## src/sv/nfza_pkg.sv

```systemverilog
// Shared types, constants and sequencer opcodes for the next-fit zone allocator.
package nfza_pkg;

    localparam int ARENA_WORDS  = 16384;
    localparam int AW           = $clog2(ARENA_WORDS);
    localparam int SZ_W         = AW + 1;
    localparam int HEADER_BYTES = 20;
    localparam int BYTES_W      = SZ_W + 2;
    localparam int ADDR_W       = 16;
    localparam int REQ_W        = 16;
    localparam int FRAG_W       = 11;
    localparam int STATUS_W     = 2;
    localparam int IN_DATA_W    = 32;
    localparam int OUT_DATA_W   = 40;

    localparam logic [SZ_W-1:0]    ARENA_SZ       = SZ_W'(ARENA_WORDS);
    localparam logic [BYTES_W-1:0] ARENA_BYTES    = BYTES_W'(ARENA_WORDS * 4);
    localparam logic [FRAG_W-1:0]  MIN_FRAG_RESET = FRAG_W'(48);

    localparam logic [STATUS_W-1:0] ST_OK           = 2'd0;
    localparam logic [STATUS_W-1:0] ST_NO_SPACE     = 2'd1;
    localparam logic [STATUS_W-1:0] ST_NOT_START    = 2'd2;
    localparam logic [STATUS_W-1:0] ST_ALREADY_FREE = 2'd3;

    localparam logic CMD_ALLOC = 1'b0;
    localparam logic CMD_FREE  = 1'b1;

    typedef logic [3:0] op_t;

    localparam op_t OP_NONE    = 4'd0;
    localparam op_t OP_CLEAR   = 4'd1;
    localparam op_t OP_LOAD    = 4'd2;
    localparam op_t OP_A_CHK   = 4'd3;
    localparam op_t OP_A_SPLIT = 4'd4;
    localparam op_t OP_A_AFTER = 4'd5;
    localparam op_t OP_A_FIN   = 4'd6;
    localparam op_t OP_F_B     = 4'd7;
    localparam op_t OP_F_P     = 4'd8;
    localparam op_t OP_F_NRD   = 4'd9;
    localparam op_t OP_F_N     = 4'd10;
    localparam op_t OP_F_NN    = 4'd11;
    localparam op_t OP_F_WB    = 4'd12;
    localparam op_t OP_EMIT    = 4'd13;

    typedef struct packed {
        logic            start;
        logic            inuse;
        logic [SZ_W-1:0] size;
        logic [AW-1:0]   back;
    } hdr_t;

    localparam int HDR_W = $bits(hdr_t);

    typedef struct packed {
        logic clr_last;
        logic is_free;
        logic addr_bad;
        logic hdr_start;
        logic hdr_inuse;
        logic b_nonzero;
        logic fit;
        logic lap_done;
        logic split;
        logic after_ok;
        logic nx_ok;
        logic nn_ok;
        logic nx_free;
        logic out_free;
    } dp_sts_t;

endpackage

```

## src/sv/nfza_ctrl.sv

```systemverilog
// Sequencer that steps the allocator datapath through clear, allocate and free.
module nfza_ctrl (
    input  logic              clk,
    input  logic              rst_n,
    input  nfza_pkg::dp_sts_t sts,
    input  logic              in_valid,
    output logic              in_ready,
    output nfza_pkg::op_t     op
);
    import nfza_pkg::*;

    localparam logic [3:0] S_CLEAR   = 4'd0;
    localparam logic [3:0] S_IDLE    = 4'd1;
    localparam logic [3:0] S_A_CHK   = 4'd2;
    localparam logic [3:0] S_A_SPLIT = 4'd3;
    localparam logic [3:0] S_A_AFTER = 4'd4;
    localparam logic [3:0] S_A_FIN   = 4'd5;
    localparam logic [3:0] S_F_B     = 4'd6;
    localparam logic [3:0] S_F_P     = 4'd7;
    localparam logic [3:0] S_F_NRD   = 4'd8;
    localparam logic [3:0] S_F_N     = 4'd9;
    localparam logic [3:0] S_F_NN    = 4'd10;
    localparam logic [3:0] S_F_WB    = 4'd11;
    localparam logic [3:0] S_EMIT    = 4'd12;

    logic [3:0] state_reg;
    logic [3:0] state_next;

    assign in_ready = (state_reg == S_IDLE);

    always_comb
    begin
        state_next = state_reg;
        op         = OP_NONE;
        case (state_reg)
            S_CLEAR:
            begin
                op = OP_CLEAR;
                if (sts.clr_last)
                begin
                    state_next = S_IDLE;
                end
            end
            S_IDLE:
            begin
                if (in_valid)
                begin
                    op = OP_LOAD;
                    if (!sts.is_free)
                    begin
                        state_next = S_A_CHK;
                    end
                    else if (sts.addr_bad)
                    begin
                        state_next = S_EMIT;
                    end
                    else
                    begin
                        state_next = S_F_B;
                    end
                end
            end
            S_A_CHK:
            begin
                op = OP_A_CHK;
                if (sts.fit)
                begin
                    state_next = S_A_SPLIT;
                end
                else if (sts.lap_done)
                begin
                    state_next = S_EMIT;
                end
            end
            S_A_SPLIT:
            begin
                op         = OP_A_SPLIT;
                state_next = (sts.split && sts.after_ok) ? S_A_AFTER : S_A_FIN;
            end
            S_A_AFTER:
            begin
                op         = OP_A_AFTER;
                state_next = S_A_FIN;
            end
            S_A_FIN:
            begin
                op         = OP_A_FIN;
                state_next = S_EMIT;
            end
            S_F_B:
            begin
                op = OP_F_B;
                if (!sts.hdr_start || !sts.hdr_inuse)
                begin
                    state_next = S_EMIT;
                end
                else
                begin
                    state_next = sts.b_nonzero ? S_F_P : S_F_NRD;
                end
            end
            S_F_P:
            begin
                op         = OP_F_P;
                state_next = S_F_NRD;
            end
            S_F_NRD:
            begin
                op         = OP_F_NRD;
                state_next = sts.nx_ok ? S_F_N : S_F_WB;
            end
            S_F_N:
            begin
                op         = OP_F_N;
                state_next = (sts.nx_free && sts.nn_ok) ? S_F_NN : S_F_WB;
            end
            S_F_NN:
            begin
                op         = OP_F_NN;
                state_next = S_F_WB;
            end
            S_F_WB:
            begin
                op         = OP_F_WB;
                state_next = S_EMIT;
            end
            S_EMIT:
            begin
                if (sts.out_free)
                begin
                    op         = OP_EMIT;
                    state_next = S_IDLE;
                end
            end
            default:
            begin
                state_next = S_IDLE;
            end
        endcase
    end

    always_ff @(posedge clk or negedge rst_n)
    begin
        if (!rst_n)
        begin
            state_reg <= S_CLEAR;
        end
        else
        begin
            state_reg <= state_next;
        end
    end

    assert property (@(posedge clk) disable iff (!rst_n)
        (state_reg == S_CLEAR) |-> !in_ready)
        else $error("input taken during clearing pass");
    assert property (@(posedge clk) disable iff (!rst_n)
        (op == OP_LOAD) |-> in_valid && in_ready)
        else $error("load without accepted word");
    assert property (@(posedge clk) disable iff (!rst_n)
        (op == OP_A_FIN || op == OP_F_WB) |=> (state_reg == S_EMIT))
        else $error("finished step not followed by emit");

endmodule

```

## config.mk

```make
export PLATFORM = sky130hd
export DESIGN_NAME = nfza_ctrl
export DESIGN_NICKNAME = d
export VERILOG_FILES = /design/src/sv/nfza_pkg.sv /design/src/sv/nfza_ctrl.sv
export SDC_FILE = /design/constraint.sdc
export NUM_CORES = 1
export LEC_CHECK = 0
export ABC_AREA = 1
export BUFFER_PORTS_ARGS = -buffer_cell sky130_fd_sc_hd__buf_2
export CAP_MARGIN = 20
export CORE_AREA = 3 3 40 42
export CTS_BUF_LIST = sky130_fd_sc_hd__clkbuf_2 sky130_fd_sc_hd__clkbuf_4 sky130_fd_sc_hd__clkbuf_8
export DETAILED_ROUTE_END_ITERATION = 7
export DIE_AREA = 0 0 43 45
export PLACE_DENSITY = 0.64
export REMOVE_ABC_BUFFERS = 1
export SYNTH_ARGS = -nofsm -noshare
export SYNTH_HDL_FRONTEND = slang
export SYNTH_SLANG_ARGS = --single-unit
```

## constraint.sdc

```tcl
create_clock -name clk -period 1.8 [get_ports clk]
set_input_delay 0.27 -clock clk [delete_from_list [all_inputs] [get_ports clk]]
set_output_delay 0.27 -clock clk [all_outputs]
set_load 0.005 [all_outputs]
```

==> results of run 1 <==
stage by stage:
step	total power [mW]	hold slack [ns]	utilization, %	setup WS [ns]	instance area [sq um]
2_1_floorplan	0.691	-0.0256	-	0.565	510
3_3_place_gp	0.916	0.0742	49.4	0.326	634
3_5_place_dp	0.903	0.0770	49.4	0.343	634
4_1_cts	1.02	0.303	51.9	0.101	667
5_1_grt	1.17	0.330	52.9	0.0114	679
6_report	1.04	0.305	52.9	0.139	679
worst max path at each step:
stage / slack, ns / start / cells past startpoint / endpoint
after floorplan: 0.57 / state_reg[2] / 3 / op[1]
after global placement: 0.33 / state_reg[0] / 7 / op[1]
after detailed placement: 0.34 / state_reg[2] / 4 / op[1]
after CTS: 0.10 / state_reg[2] / 4 / op[1]
after global routing: 0.01 / state_reg[2] / 7 / op[1]
final: 0.14 / state_reg[2] / 7 / op[1]
synthesized netlist by cell type:
cell type	number	area, sq um
clkbuf_4	1	7.51
dfrtp_1	4	100
inv_1	15	56.3
inv_2	1	3.75
nand2_1	36	135
nand3_1	15	75.1
nand3b_1	3	22.5
nor2_1	14	52.6
nor2_2	4	25.0
nor2_4	1	11.3
o2111ai_1	1	8.76
o21ai_0	4	20.0
routing by layer:
layer,vias up,GRT usage [%]
li1,357,-
met1,288,19.3
met2,28,24.9
met3,2,2.39
met4,0,5.42
met5,-,0
worst max-delay path: stages, from the launching register on:
cell       delay, ns
dfrtp_2         0.42
inv_1           0.10
nor2_2          0.19
nand2_1         0.11
inv_1           0.09
nor2_2          0.05
o2111ai_1       0.07
buf_2           0.14
area by class of cell:
cell class	count	area, sq um	share of cell area (%)
well taps	15	18.8	2.76
multi-input cells	78	360	53.0
clock buffers	3	22.5	3.31
inverters	16	60.1	8.84
flip-flops and latches	4	103	15.1
repair buffers	22	115	16.9
logic make-up (layout without fill, tap and decap cells):
family,Yosys count,after routing,synth area share (%)
and+or+nand+nor,73,73,62.1
buffers and inverters,17,41,13.0
DFF,4,4,19.3
AOI/OAI and AO/OA,5,5,5.56
power groups by stage:
stage / combinational, mW / clock [mW] / sequential (mW)
floorplan: 0.494 / 0 / 0.197
global placement: 0.703 / 0 / 0.213
detailed placement: 0.691 / 0 / 0.212
CTS: 0.696 / 0.109 / 0.211
global route: 0.814 / 0.119 / 0.234
finish: 0.708 / 0.108 / 0.227
timing repair:
item	in CTS	in global routing
gates resized for setup	0	5
hold buffers	1	0
hold endpoints to repair	4	0
setup endpoints to repair	0	2
==> summary.txt, run 1 <==
STA
  • Final count of negative-setup-slack endpoints: 0
  • F_max: between 600 and 700 MHz
  • RSZ-0062 raised after global routing: no
  • Setup_tns: 0 ns
  • Worst slew pin tran: 0.280 ns
  • Fin crit share: 92.3%
  • Tmin final: roughly 1.7 ns
  • Worst Clk Skew: 0.00406 ns
  • Final Hold Fails: 0
  • Max-slew violation count: 0
  • Slew HR: 81.3%

Pwr
  • Internal Power: 0.490 mW
  • Sw Ratio: 53.0%
  • Clock power share: 10.3%
  • Psw: 0.553 mW
  • Comb pwr share: 67.9%
  • P_leak: 0.438 nW
  • Max VDD drop: 0.731 mV
  • Cell Pwr Density: approximately 1500 nW/um^2
  • Seq pwr share: 21.7%

Detailed routing
  • Drt pass-1 iters: 4
  • DR iter-0 viols: 16
  • Routed wl met2: 617 um
  • Total Wirelength: ~1300 um
  • Antenna Nets Post-Route: 0
  • Via count of the routed design: 675
  • DRT met1 WL: 577 um
  • DR DRC count: 0
  • Post-DR vias/cell: 4.89
  • Wire length per cell: 9.59 um
  • Met3 routed WL: 122 um
  • DR top layer: met4

Worst setup path
  • CP Launch Type: register
  • WP data arrival: 1.39 ns
  • R2R Setup Slk: 0.45 ns
  • Critical path type: register to output pin
  • CP Capture Type: output pin
  • Worst reg2reg path startpoint: state_reg[0]
  • R2R cell count: 8
  • Crit-path max FO: 6
  • Req. time, crit path: 1.53 ns
  • Critical R2R Capture: state_reg[1]

Finish
  • Most common cell after layout, fill and taps aside: nand2_1
  • Area grow syn2layout: 31.2%
  • Largest register FFs: 4
  • Antenna Cells: 0
  • Final std cells w/o fill: between 100 and 150
  • Commonest cells after routing, fill and taps aside: nand2_1 (36), buf_2 (21), inv_1 (15), nand3_1 (15), nor2_1 (12)
  • Nets@finish: approximately 140
  • Filler cells: 134
  • Ratio of cells with drive above 1 in the final layout: 27.6%

Clock tree
  • Clock-pin slew on the worst setup and hold paths: 0.03 ns
  • CTS HTree Levels: 1
  • CTS Buffer Depth: 2
  • Cts bufs inserted: 3
  • Postcts setup bufs: 0
  • Clock Root Buffer: clkbuf_4
  • Insertion delay to the later sink of the worst-skew pair: 0.23 ns
  • CTS tree: yes
  • Total clock sinks: 4

Floorplanning
  • Num rows: 13
  • Die width: between 40 and 50 um
  • Die height: 45 um
  • Starting density of the core: between 40% and 50%
  • I/O pins: 22
  • Die area: 1940 sq um
  • Total core area: approximately 1300 sq um

Logic synthesis
  • Cell variety after synth: 12
  • Synth Register Bits: 4
  • Avg Cell Area, Syn: 5.23 sq um
  • Number of synthesis warnings: 0
  • Post-Synthesis Cells: 99
  • Mapped cell area: 518 sq um
  • Post-synthesis sequential area ratio: 19.3%

GRT
  • Total track usage: between 10 and 15%
  • Initial antenna violation count: 0
  • Grt ovf: 0
  • First-pass GRT wire length: 2190 um
  • Largest net degree at the start of global routing: 10
  • Via count of the first global-routing pass: 560

Min path
  • Hold Startpoint: sts[6]
  • Hold WC Path Type: input port to register
  • Worst hold stages: 4
  • WHS Endpoint: state_reg[1]

Outcome
  • Outcome: finished clean

Placement
  • Buffers on Ports: 21
  • DP HPWL: 1130 um
  • Placed cell count: between 100 and 150
  • RD Place Congestion: 0.819

Job
  • Number of max-cap violations: 0
No activity file was read; power rests on OpenSTA's default activity.
==> run 2: changes to the inputs <==
- clock period: 1.8 -> 1.75 ns (I/O delays scaled with it)
==> run 2 against run 1 <==
Net effect:
- worst setup slack got worse by 0.037 ns
- sequential share of layout area decreased by 0.11 points
- design area is 0.74% higher
- combinational power grew 4.5%
- first-iteration DRC count is 13% lower
- highest routed layer unchanged
- hold slack worse by 0.0074 ns
- clock power barely moved
- die area is the same
- non-clock buffer count is the same
- count of clock-buffer cells in the layout stayed put
- sequential power rose by 5%
- global-route usage is the same
==> summary.txt, run 2 (same netlist as run 1, synthesis figures left out) <==
Outcome
  • Outcome: finished clean

Worst setup path
  • Req. time, crit path: 1.49 ns (-0.04 ns)
  • Logic depth of the worst path, buffers included: 6 (-1)
  • Start point of the critical path: state_reg[0]
  • WP data arrival: 1.39 ns (about the same)
  • R2R Setup Slk: 0.40 ns (-0.05 ns)
  • Critical path type: register to output pin
  • Worst-path cell chain: inv_2 > nand2_1 > nor2_1 > nor2_2 > o2111ai_1 > buf_2
  • CP Launch Type: register
  • Top delay family on crit path: flip-flops
  • Critical R2R Capture: state_reg[1]
  • Crit-path slowest cell: dfrtp_2
  • Worst setup path end: op[1]
  • CP bufs+invs: 2 (-1)
  • Critical path's largest stage delay: 0.45 ns (+0.03 ns)
  • Worst reg2reg path startpoint: state_reg[0]
  • CP Capture Type: output pin
  • Crit-path max FO: 8 (+2)
  • R2R cell count: 8 (unchanged)

Finish
  • Nets@finish: 142 (unchanged)
  • Most common cell after layout, fill and taps aside: nand2_1
  • Final std cells w/o fill: 138 (unchanged)
  • Final Util: 53.3% (+0.39 points)
  • Ratio of cells with drive above 1 in the final layout: 28.5% (+0.81 points)
  • Commonest cells after routing, fill and taps aside: nand2_1 (36), buf_2 (21), nand3_1 (15), inv_1 (14), nor2_1 (12)
  • Largest register FFs: 4 (unchanged)
  • Area grow syn2layout: 32.1%
  • Antenna Cells: 0 (unchanged)

STA
  • Final Hold Fails: 0 (unchanged)
  • Worst Clk Skew: 0.00188 ns (-0.00218 ns)
  • RSZ-0062 raised after global routing: no
  • Final count of negative-setup-slack endpoints: 0 (unchanged)
  • Setup_tns: 0 ns (unchanged)
  • Worst slew pin tran: 0.277 ns (-0.00281 ns)
  • Slew HR: 81.5% (+0.19 points)
  • Max-slew violation count: 0 (unchanged)
  • Final WS setup: 0.102 ns (-0.0371 ns)
  • F_max: 607 MHz
  • Fin crit share: 94.2%
  • Tmin final: about 1.6 ns

Clock tree
  • Postcts setup bufs: 0 (unchanged)
  • Cts bufs inserted: 3 (unchanged)
  • Clock-pin slew on the worst setup and hold paths: 0.04 ns (about the same)
  • Insertion delay to the later sink of the worst-skew pair: 0.23 ns (about the same)
  • CTS Buffer Depth: 2 (unchanged)
  • CTS tree: yes
  • CTS HTree Levels: 1 (unchanged)
  • Total clock sinks: 4 (unchanged)
  • Clock Root Buffer: clkbuf_4

Pwr
  • Psw: 0.579 mW (+4.8%)
  • Cell Pwr Density: 1590 nW/um^2 (+3.6%)
  • P_leak: 0.438 nW (about the same)
  • Sw Ratio: 53.2% (+0.24 points)
  • Seq pwr share: 22.0% (+0.3 points)
  • Clock power share: 10.0% (-0.3 points)
  • Comb pwr share: 68.0% (about the same)
  • Max VDD drop: 0.706 mV (-3.5%)
  • Internal Power: 0.509 mW (+3.8%)

Placement
  • RD Place Congestion: 0.819 (unchanged)
  • Placed cell count: 134 (unchanged)
  • Buffers on Ports: 21 (unchanged)
  • DP HPWL: 1130 um (unchanged)
  • Placement Setup Slack: 0.301 ns (-0.0425 ns)

GRT
  • Met1 GRT Util: 19.3% (unchanged)
  • Total track usage: 14.8% (unchanged)
  • Initial antenna violation count: 0 (unchanged)
  • Met2 usage: 24.9% (unchanged)
  • Via count of the first global-routing pass: 560 (unchanged)
  • Grt ovf: 0 (unchanged)
  • First-pass GRT wire length: 2190 um (unchanged)
  • Most Used Layer, Global Route: met2
  • Largest net degree at the start of global routing: 10 (unchanged)
  • GR Layer Usage met3: 2.39% (unchanged)

Detailed routing
  • Wire length per cell: 9.85 um (+2.6%)
  • Total Wirelength: 1360 um (+2.6%)
  • Post-DR vias/cell: 4.99 (+2.1%)
  • DR DRC count: 0 (unchanged)
  • Via count of the routed design: 689 (+2.1%)
  • Drt pass-1 iters: 4 (unchanged)
  • DR iter-0 viols: 14 (-2)
  • Antenna Nets Post-Route: 0 (unchanged)

Floorplanning
  • Starting density of the core: 40.3% (unchanged)
  • I/O pins: 22 (unchanged)
  • Die area: 1940 sq um (unchanged)
  • Die width: 43 um (unchanged)
  • Die height: 45 um (unchanged)
  • Total core area: 1280 sq um (unchanged)
  • Num rows: 13 (unchanged)

Min path
  • Hold WC Path Type: input port to register

Job
  • Number of max-cap violations: 0 (unchanged)
[run 2: routing by layer]
layer / up-vias / routed length (um)
met4: 0 / 6
met1: 294 / 574
met3: 2 / 131
met5: - / 0
li1: 359 / -
met2: 34 / 646
[run 2: worst min path at each step]
stage	start	to	slack [ns]	cells past startpoint
after floorplan	rst_n	state_reg[0]	-0.03	0
after global placement	rst_n	state_reg[1]	0.07	1
after detailed placement	rst_n	state_reg[1]	0.07	1
after CTS	sts[6]	state_reg[1]	0.30	4
after global routing	sts[6]	state_reg[1]	0.32	4
final	sts[6]	state_reg[1]	0.30	4
[run 2: metrics by stage]
step	area, sq um	power [mW]	hold slack [ns]
6_report	684	1.09	0.298
5_1_grt	684	1.22	0.323
4_1_cts	667	1.05	0.296
3_5_place_dp	634	0.929	0.0695
3_3_place_gp	634	0.943	0.0667
2_1_floorplan	510	0.711	-0.0331
[run 2: final cells by class]
cell class,instances,area (sq um)
Sequential cell,4,103
Fill cell,131,601
Tap cell,15,18.8
Timing Repair Buffer,22,115
Multi-Input combinational cell,78,365
Inverter,16,60.1
Clock buffer,3,22.5
[run 2: power by group through the flow]
| stage | Combinational, mW | Sequential, mW | Clock, mW |
|---|---|---|---|
| global placement | 0.723 | 0.219 | 0 |
| global route | 0.847 | 0.246 | 0.122 |
| CTS | 0.716 | 0.217 | 0.112 |
| floorplan | 0.508 | 0.202 | 0 |
| finish | 0.740 | 0.239 | 0.109 |
| detailed placement | 0.711 | 0.218 | 0 |
[run 2: worst reg2reg max path, cell delays in order (launching register included)]
cell and delay, ns:
dfrtp_2 0.45, inv_2 0.11, nand2_1 0.09, nor2_1 0.20, nand2_1 0.09, nand2_1 0.08
nor2_2 0.05, o21ai_0 0.08, nand2_1 0.07
[run 2: what timing repair did]
item | 4_1_cts | 5_1_grt
hold buffers | 1 | 0
resized for setup | 0 | 7
hold endpoints to repair | 4 | 0
endpoints found under the setup margin | 0 | 2
==> run 3: changes to the inputs <==
--- a/constraint.sdc
+++ b/constraint.sdc
@@ -3,2 +3,2 @@
 set_output_delay 0.2625 -clock clk [all_outputs]
-set_load 0.005 [all_outputs]
+set_load 0.1 [all_outputs]
==> run 3 against run 2 <==
Net effect:
- global-route usage up 2.1 points
- first-iteration DRC count rose to 3.1 times the previous value
- sequential share of layout area down 2.7 points
- register-to-register slack worse by 0.05 ns
- final cell count up 5.8%
- count of clock-buffer cells in the layout unchanged
- wire length up 20%
==> summary.txt, run 3 (same netlist as run 1, synthesis figures left out) <==
STA
  • Slew HR: 84.3% (+2.8 points)
  • RSZ-0062 raised after global routing: yes
  • Worst Clk Skew: 0.00444 ns (+0.00257 ns)
  • Worst slew pin tran: 0.235 ns (-0.0425 ns)
  • Final count of negative-setup-slack endpoints: 0 (unchanged)
  • Final Hold Fails: 0 (unchanged)
  • Fin crit share: 99.0% (+4.9 points)
  • Setup_tns: 0 ns (unchanged)
  • Tmin final: 1.73 ns (+0.0850 ns)
  • Max-slew violation count: 0 (unchanged)
  • F_max: 577 MHz (-4.9%)

Finish
  • Largest register FFs: 4 (unchanged)
  • Filler cells: 117 (-11%)
  • Area grow syn2layout: 65.5%
  • Commonest cells after routing, fill and taps aside: nand2_1 (35), buf_2 (16), nand3_1 (15), inv_1 (12), nor2_1 (8)
  • Area of the multi-input gates: 394 sq um (+7.9%)
  • Nets@finish: 150 (+5.6%)
  • FF+latch area: 105 sq um (+2.4%)
  • Final Util: 66.7% (+13 points)
  • Most common cell after layout, fill and taps aside: nand2_1
  • Antenna Cells: 0 (unchanged)
  • Ratio of cells with drive above 1 in the final layout: 40.5% (+12 points)

Worst setup path
  • Req. time, crit path: 1.49 ns (about the same)
  • Critical path's largest stage delay: 0.47 ns (+0.02 ns)
  • R2R Setup Slk: 0.35 ns (-0.05 ns)
  • CP Launch Type: register
  • WP data arrival: 1.47 ns (+0.08 ns)
  • Crit-path slowest cell: dfrtp_2
  • CP dominant cell by count: nor2_2
  • Worst-path cell chain: inv_4 > nor2_4 > nor2_2 > nor2_2 > nand3b_1 > buf_12
  • Critical path type: register to output pin
  • CP Capture Type: output pin
  • Crit-path max FO: 6 (-2)

Detailed routing
  • Antenna Nets Post-Route: 0 (unchanged)
  • Wire length per cell: 11.2 um (+13%)
  • Via count of the routed design: 715 (+3.8%)
  • DR iter-0 viols: 44 (+30)
  • Total Wirelength: 1630 um (+20%)
  • Drt pass-1 iters: 4 (unchanged)
  • Post-DR vias/cell: 4.90 (-1.9%)
  • DR DRC count: 0 (unchanged)

Clock tree
  • CTS Buffer Depth: 2 (unchanged)
  • Cts bufs inserted: 3 (unchanged)
  • Clock Root Buffer: clkbuf_4
  • Insertion delay to the later sink of the worst-skew pair: 0.24 ns (about the same)
  • Total clock sinks: 4 (unchanged)
  • CTS tree: yes
  • Clock-pin slew on the worst setup and hold paths: 0.04 ns (about the same)
  • CTS HTree Levels: 1 (unchanged)

Floorplanning
  • Die width: 43 um (unchanged)
  • Die height: 45 um (unchanged)
  • Die area: 1940 sq um (unchanged)
  • Starting density of the core: 40.3% (unchanged)
  • Num rows: 13 (unchanged)
  • Total core area: 1280 sq um (unchanged)
  • I/O pins: 22 (unchanged)

Outcome
  • Outcome: finished clean

GRT
  • First-pass GRT wire length: 2450 um (+12%)
  • Initial antenna violation count: 0 (unchanged)
  • Largest net degree at the start of global routing: 9 (-1)
  • Via count of the first global-routing pass: 575 (+2.7%)
  • Grt ovf: 0 (unchanged)
  • Total track usage: 16.9% (+2.1 points)

Min path
  • Hold WC Path Type: input port to register

Placement
  • DP HPWL: 1180 um (+4.5%)
  • RD Place Congestion: 0.830 (+1.3%)
  • Buffers on Ports: 21 (unchanged)

Job
  • Number of max-cap violations: 0 (unchanged)
==> run 3: changes by cell type in the layout (fill, tap and decap cells not counted), moves of 4 or more <==
cell,delta
buf_4,+7
buf_12,+5
buf_2,-5
nor2_1,-4
==> run 3: final timing paths <==
path                         startpoint  cells after the start            to
min in group asynchronous         rst_n                      2  state_reg[2]
setup reg to reg           state_reg[2]                      9  state_reg[1]
setup / recovery           state_reg[2]                      6         op[2]
max in group asynchronous         rst_n                      2  state_reg[1]
hold reg to reg            state_reg[0]                      3  state_reg[2]
hold / removal                   sts[6]                      4  state_reg[1]
==> run 3: metrics by stage <==
step / hold slack [ns] / std cells / instance area [sq um] / setup WS, ns
after global routing: 0.314 / 146 / 857 / -0.0593
after CTS: 0.307 / 139 / 774 / 0.00163
after detailed placement: 0.0691 / 135 / 717 / 0.143
final: 0.303 / 146 / 857 / 0.0171
after floorplan: -0.0331 / 98 / 510 / -1.14
after global placement: 0.0675 / 135 / 717 / 0.126
==> run 3: critical path, delay by kind of cell, from the launching register on <==
family,cells,cell delay [ns]
and+or+nand+nor,4,0.51
buffers and inverters,2,0.25
DFF,1,0.47
==> run 3: cell type report <==
cell class	instances	area share [%]
inverters	16	7.30
clock buffers	3	2.63
well taps	15	2.19
repair buffers	30	29.6
multi-input cells	78	46.0
flip-flops and latches	4	12.3
==> run 3: routing by layer <==
metal	share of wire [%]	up-vias	GRT usage, %
li1	-	374	-
met1	40	306	22.3
met2	49	33	27.2
met3	8.8	2	3.98
met4	2.0	0	5.42
met5	0	-	0
==> run 3: what timing repair did <==
item | CTS | global route
setup buffers | 0 | 7
resized for setup | 9 | 13
hold buffers | 1 | 0
pin swaps | 0 | 5
hold endpoints to repair | 4 | 0
setup endpoints to repair | 4 | 4
Power of run 3 is left out: the tool's default activity adds up to more than one toggle a clock period on the data nets, which glitch-free logic cannot reach.
